### config.mk
export PLATFORM = sky130hd
export DESIGN_NAME = irt_cell
export DESIGN_NICKNAME = d
export VERILOG_FILES = /design/src/irt_pkg.sv /design/src/irt_cell.sv
export SDC_FILE = /design/constraint.sdc
export NUM_CORES = 1
export LEC_CHECK = 0
export ABC_CLOCK_PERIOD_IN_PS = 3560
export BUFFER_PORTS_ARGS = -buffer_cell sky130_fd_sc_hd__buf_2
export CORE_ASPECT_RATIO = 0.9
export CORE_MARGIN = 2
export CORE_UTILIZATION = 40
export DETAILED_ROUTE_END_ITERATION = 6
export PLACE_DENSITY = 0.7
export SETUP_SLACK_MARGIN = 0.5
export SLEW_MARGIN = 30
export SYNTH_ARGS = -nofsm -noshare
export SYNTH_HDL_FRONTEND = slang
export SYNTH_SLANG_ARGS = --single-unit
### constraint.sdc
create_clock -name clk_i -period 3.56 [get_ports clk_i]
set_input_delay 0.712 -clock clk_i [delete_from_list [all_inputs] [get_ports clk_i]]
set_output_delay 0.712 -clock clk_i [all_outputs]
set_load 0.02 [all_outputs]
### src/irt_pkg.sv
// Package for the interval reservation table.
// Holds parameter defaults, the result status codes and the per-cell control group.
// No dependencies.
package irt_pkg;

  localparam int unsigned CapacityDef = 64;
  localparam int unsigned TimeBitsDef = 30;

  typedef enum logic [1:0] {
    ST_ACCEPTED = 2'd0,
    ST_OVERLAP  = 2'd1,
    ST_EMPTY    = 2'd2,
    ST_FULL     = 2'd3
  } status_e;

  // Strobes broadcast from the controller to every cell of the row.
  typedef struct packed {
    logic capture;  // latch the overlap test for a newly accepted item
    logic insert;   // write the pending request into the first free cell
  } cell_ctrl_t;

endpackage

### src/irt_cell.sv
// One reservation cell: stores one interval, tests it against a request,
// and takes an insert when it is the first free cell of the row.
// Depends on irt_pkg.
module irt_cell
  import irt_pkg::*;
#(
  parameter int unsigned TIME_BITS = TimeBitsDef
) (
  input  logic                 clk_i,
  input  logic                 rst_ni,
  input  cell_ctrl_t           ctrl_i,
  input  logic [TIME_BITS-1:0] cmp_begin_i,
  input  logic [TIME_BITS-1:0] cmp_finish_i,
  input  logic [TIME_BITS-1:0] wr_begin_i,
  input  logic [TIME_BITS-1:0] wr_finish_i,
  input  logic                 prev_valid_i,
  output logic                 valid_o,
  output logic                 hit_o
);

  logic [TIME_BITS-1:0] start_q, end_q;
  logic                 valid_q, hit_q;
  logic                 hit_d, take;

  // Conflict when begin < end and start < finish.
  assign hit_d = valid_q && (cmp_begin_i < end_q) && (start_q < cmp_finish_i);
  // Valid cells form a prefix, so the first free cell follows a valid neighbor.
  assign take  = ctrl_i.insert && !valid_q && prev_valid_i;

  always_ff @(posedge clk_i or negedge rst_ni) begin
    if (!rst_ni) begin
      valid_q <= 1'b0;
      hit_q   <= 1'b0;
    end else begin
      if (take) valid_q <= 1'b1;
      if (ctrl_i.capture) hit_q <= hit_d;
    end
  end

  always_ff @(posedge clk_i) begin
    if (take) begin
      start_q <= wr_begin_i;
      end_q   <= wr_finish_i;
    end
  end

  assign valid_o = valid_q;
  assign hit_o   = hit_q;

endmodule

==> impl_metrics.ini <==
[worst_setup_path]
critical_path_arrival_ns = 2.26
cp_num_buf_inv = 1
crit_fanout = 3
timing.rr.start = end_q[12]$_DFFE_PP_
rr_worst_depth = 7
crit_cells = 7
cp_slowest_stage_delay_ns = 0.53
worstSetupStartpoint = cmp_begin_i[12]
critPathKind = in -> reg
path_cells = buf_2, ha_1, nand4_1, or4_1, o221ai_1, nand4_1, o211a_1
worstPathRequired_ns = 3.77
r2r_end = hit_o$_DFFE_PN0P_
critPathTopFamily = simple AND/OR/NAND/NOR gates
crit_path_end = hit_o$_DFFE_PN0P_
endpoint_kind = flop
crit_top_cell = nand4_1
startpoint_type = input port
crit_slowest_cell = or4_1
reg2reg_slack_ns = 1.63

[pwr]
p_int_w = 0.00127
p_sw_share_pct = 20.3
power.share.combinational_pct = 9.4
power_leakage_nw = 2.12
power_per_cell_area_nw_per_um2 = 368
p_seq_share_pct = 50.3
p_clk_share_pct = 40.3
switching_power_w = 0.000323
peakVddDrop_mv = 0.195

[clock_network]
cts_htree_levels = 3
postCtsHoldBufs = 0
ctsResizeCount = 0
cts_setup_buffers = 0
cts.sinks = 62
insertion_delay_ns = 0.32
cts.clk_slew.worst_paths_ns = 0.06
cts-root-buf = clkbuf_8
cts_tree = built
cts_buffer_depth = 2
cts_buffers = 9

[logic_synthesis]
yosys-mux-area-fraction_pct = 0
synth_simple_gate_area_share_pct = 8.19
synth_edf_count = 60
synth_ff_type = edfxtp_1
synthArstFlopShare_pct = 3.23
synth_largest_area_cell = edfxtp_1
synth_compound_area_share_pct = 8.15
mappedNetlistArea_um2 = 3350
synth_top_family_by_area = adder cells
synth_fa_ha_area_share_pct = 21.7
netlist_instances = 274
synthXorXnorAreaFrac_pct = 0
syn_area_per_cell_um2 = 12.2
ys_ff_latch = 62
yosysTopAreaCellShare_pct = 53.9
ys_warn_count = 0
synth_seq_area_share_pct = 55.3
synthTopCellsByArea = edfxtp_1 (54%), ha_1 (22%), inv_1 (6.6%)
ys_types = 31
syn-num-nets = 457

[global_routing]
grtUsageTotal_pct = 16.1
grt_pass1_vias = 2526
grt_max_degree = 45
grt_pass1_wl_um = 11200
grt_antenna_before_repair = 0
overflow = 0

[final_layout]
n_fill_cell = 748
fin_area_um2 = 4330
area_growth_pct = 29.5
fin_util_pct = 53.7
diodes = 0
layout_commonest_cell = buf_2
final_cell_mix = buf_2 (126), edfxtp_1 (60), inv_1 (59)
drive_gt1_share_pct = 34.1
nets = 595

[sta]
hold_ws_ns = 0.165
period_needed_ns = 2.05
timing.fmax_mhz = 488
period_share_pct = 57.5
skew_ns = 0.00429
slew-limit-headroom_pct = 62.7
timing.setup.tns_ns = 0
tightest_slew_ns = 0.559
setup_viol = 0
rsz0062_at_grt = false
slew_violations = 0
hold_viol_final = 0

[floorplanning]
top_level_ports = 127
die_w_um = 100
core_area_um2 = 8070
die-area_um2 = 9110
die_y_um = 90.8
initial_core_util_pct = 41.5
rows = 31

[routing]
ant_nets = 0
wl_per_cell_um = 13.2
drt_iter0_drc = 61
dr.pass1.iters = 6
routed_via_density = 4.67
wirelength_um = 6830
vias = 2411
route.detailed.drc = 0

[placement]
io_buffers = 126
gp_congestion = 0.808
place_hpwl_um = 5620
place_area_um2 = 4130

[hold_path]
hp-class = in -> async

[status]
status = finished, final reports clean

[job]
cap_violations = 0
cells in the mapped netlist, types with 3 or more instances:
library cell,number
edfxtp_1,60
a211oi_1,3
nand2_1,15
o21ai_0,6
nor2_1,11
nand3_1,5
a21oi_1,19
inv_1,59
ha_1,58
nand4_1,9
nand2b_1,4
state kept, by name (all words and copies together) (netlist names):
signal,cells
start_q,30
hit_o,1
end_q,30
valid_o,1
worst min-delay path by stage:
| stage | start | to | cells after the start |
|---|---|---|---|
| floorplan | rst_ni | hit_o$_DFFE_PN0P_ | 0 |
| global placement | rst_ni | valid_o$_DFFE_PN0P_ | 1 |
| detailed placement | rst_ni | valid_o$_DFFE_PN0P_ | 1 |
| CTS | rst_ni | valid_o$_DFFE_PN0P_ | 1 |
| global route | rst_ni | valid_o$_DFFE_PN0P_ | 1 |
| finish | rst_ni | valid_o$_DFFE_PN0P_ | 1 |
power by group through the flow:
| stage | Clock, W | Sequential [W] | Combinational [W] |
|---|---|---|---|
| 2_1_floorplan | 0 | 0.000819 | 0.0000616 |
| 3_3_place_gp | 0 | 0.000817 | 0.000144 |
| 3_5_place_dp | 0 | 0.000817 | 0.000151 |
| 4_1_cts | 0.000666 | 0.000801 | 0.000152 |
| 5_1_grt | 0.000703 | 0.000801 | 0.000174 |
| 6_report | 0.000642 | 0.000801 | 0.000150 |
worst reg2reg max path: stages (launching register included):
cell and delay (ns):
edfxtp_1 0.32, inv_1 0.04, ha_1 0.30, nand4_1 0.12, or4_1 0.53, o221ai_1 0.22
nand4_1 0.13, o211a_1 0.15
stage by stage:
step | total power (W) | setup slack [ns] | instances
after global placement | 0.000961 | 1.23 | 500
after floorplan | 0.000880 | 0.802 | 274
final | 0.00159 | 1.51 | 516
after global routing | 0.00168 | 1.40 | 516
after detailed placement | 0.000968 | 1.17 | 500
after CTS | 0.00162 | 1.52 | 516
layer usage:
metal  track usage (%)  vias to the layer above  part of all wire, %
met4              5.48                        0                  1.1
met5                 0                        -                    0
met1              19.6                     1065                   42
met3              5.42                        8                  8.4
li1                  -                     1261                    -
met2              26.7                       77                   48
layout make-up:
class | count | area, um^2 | area share (%)
Clock buffer | 10 | 128 | 2.95
Clock inverter | 6 | 76.3 | 1.76
Inverter | 59 | 221 | 5.11
Multi-Input combinational cell | 153 | 1280 | 29.5
Sequential cell | 62 | 1850 | 42.7
Tap cell | 99 | 124 | 2.86
Timing Repair Buffer | 127 | 651 | 15.0
logic make-up (layout without fill, tap and decap cells):
| kind of cell | Yosys count | count (layout) |
|---|---|---|
| simple gates | 52 | 52 |
| buf+inv | 59 | 202 |
| compound gates | 43 | 43 |
| fa+ha+maj | 58 | 58 |
| flops | 62 | 62 |
Note: power is estimated with default switching activity, not from simulation.
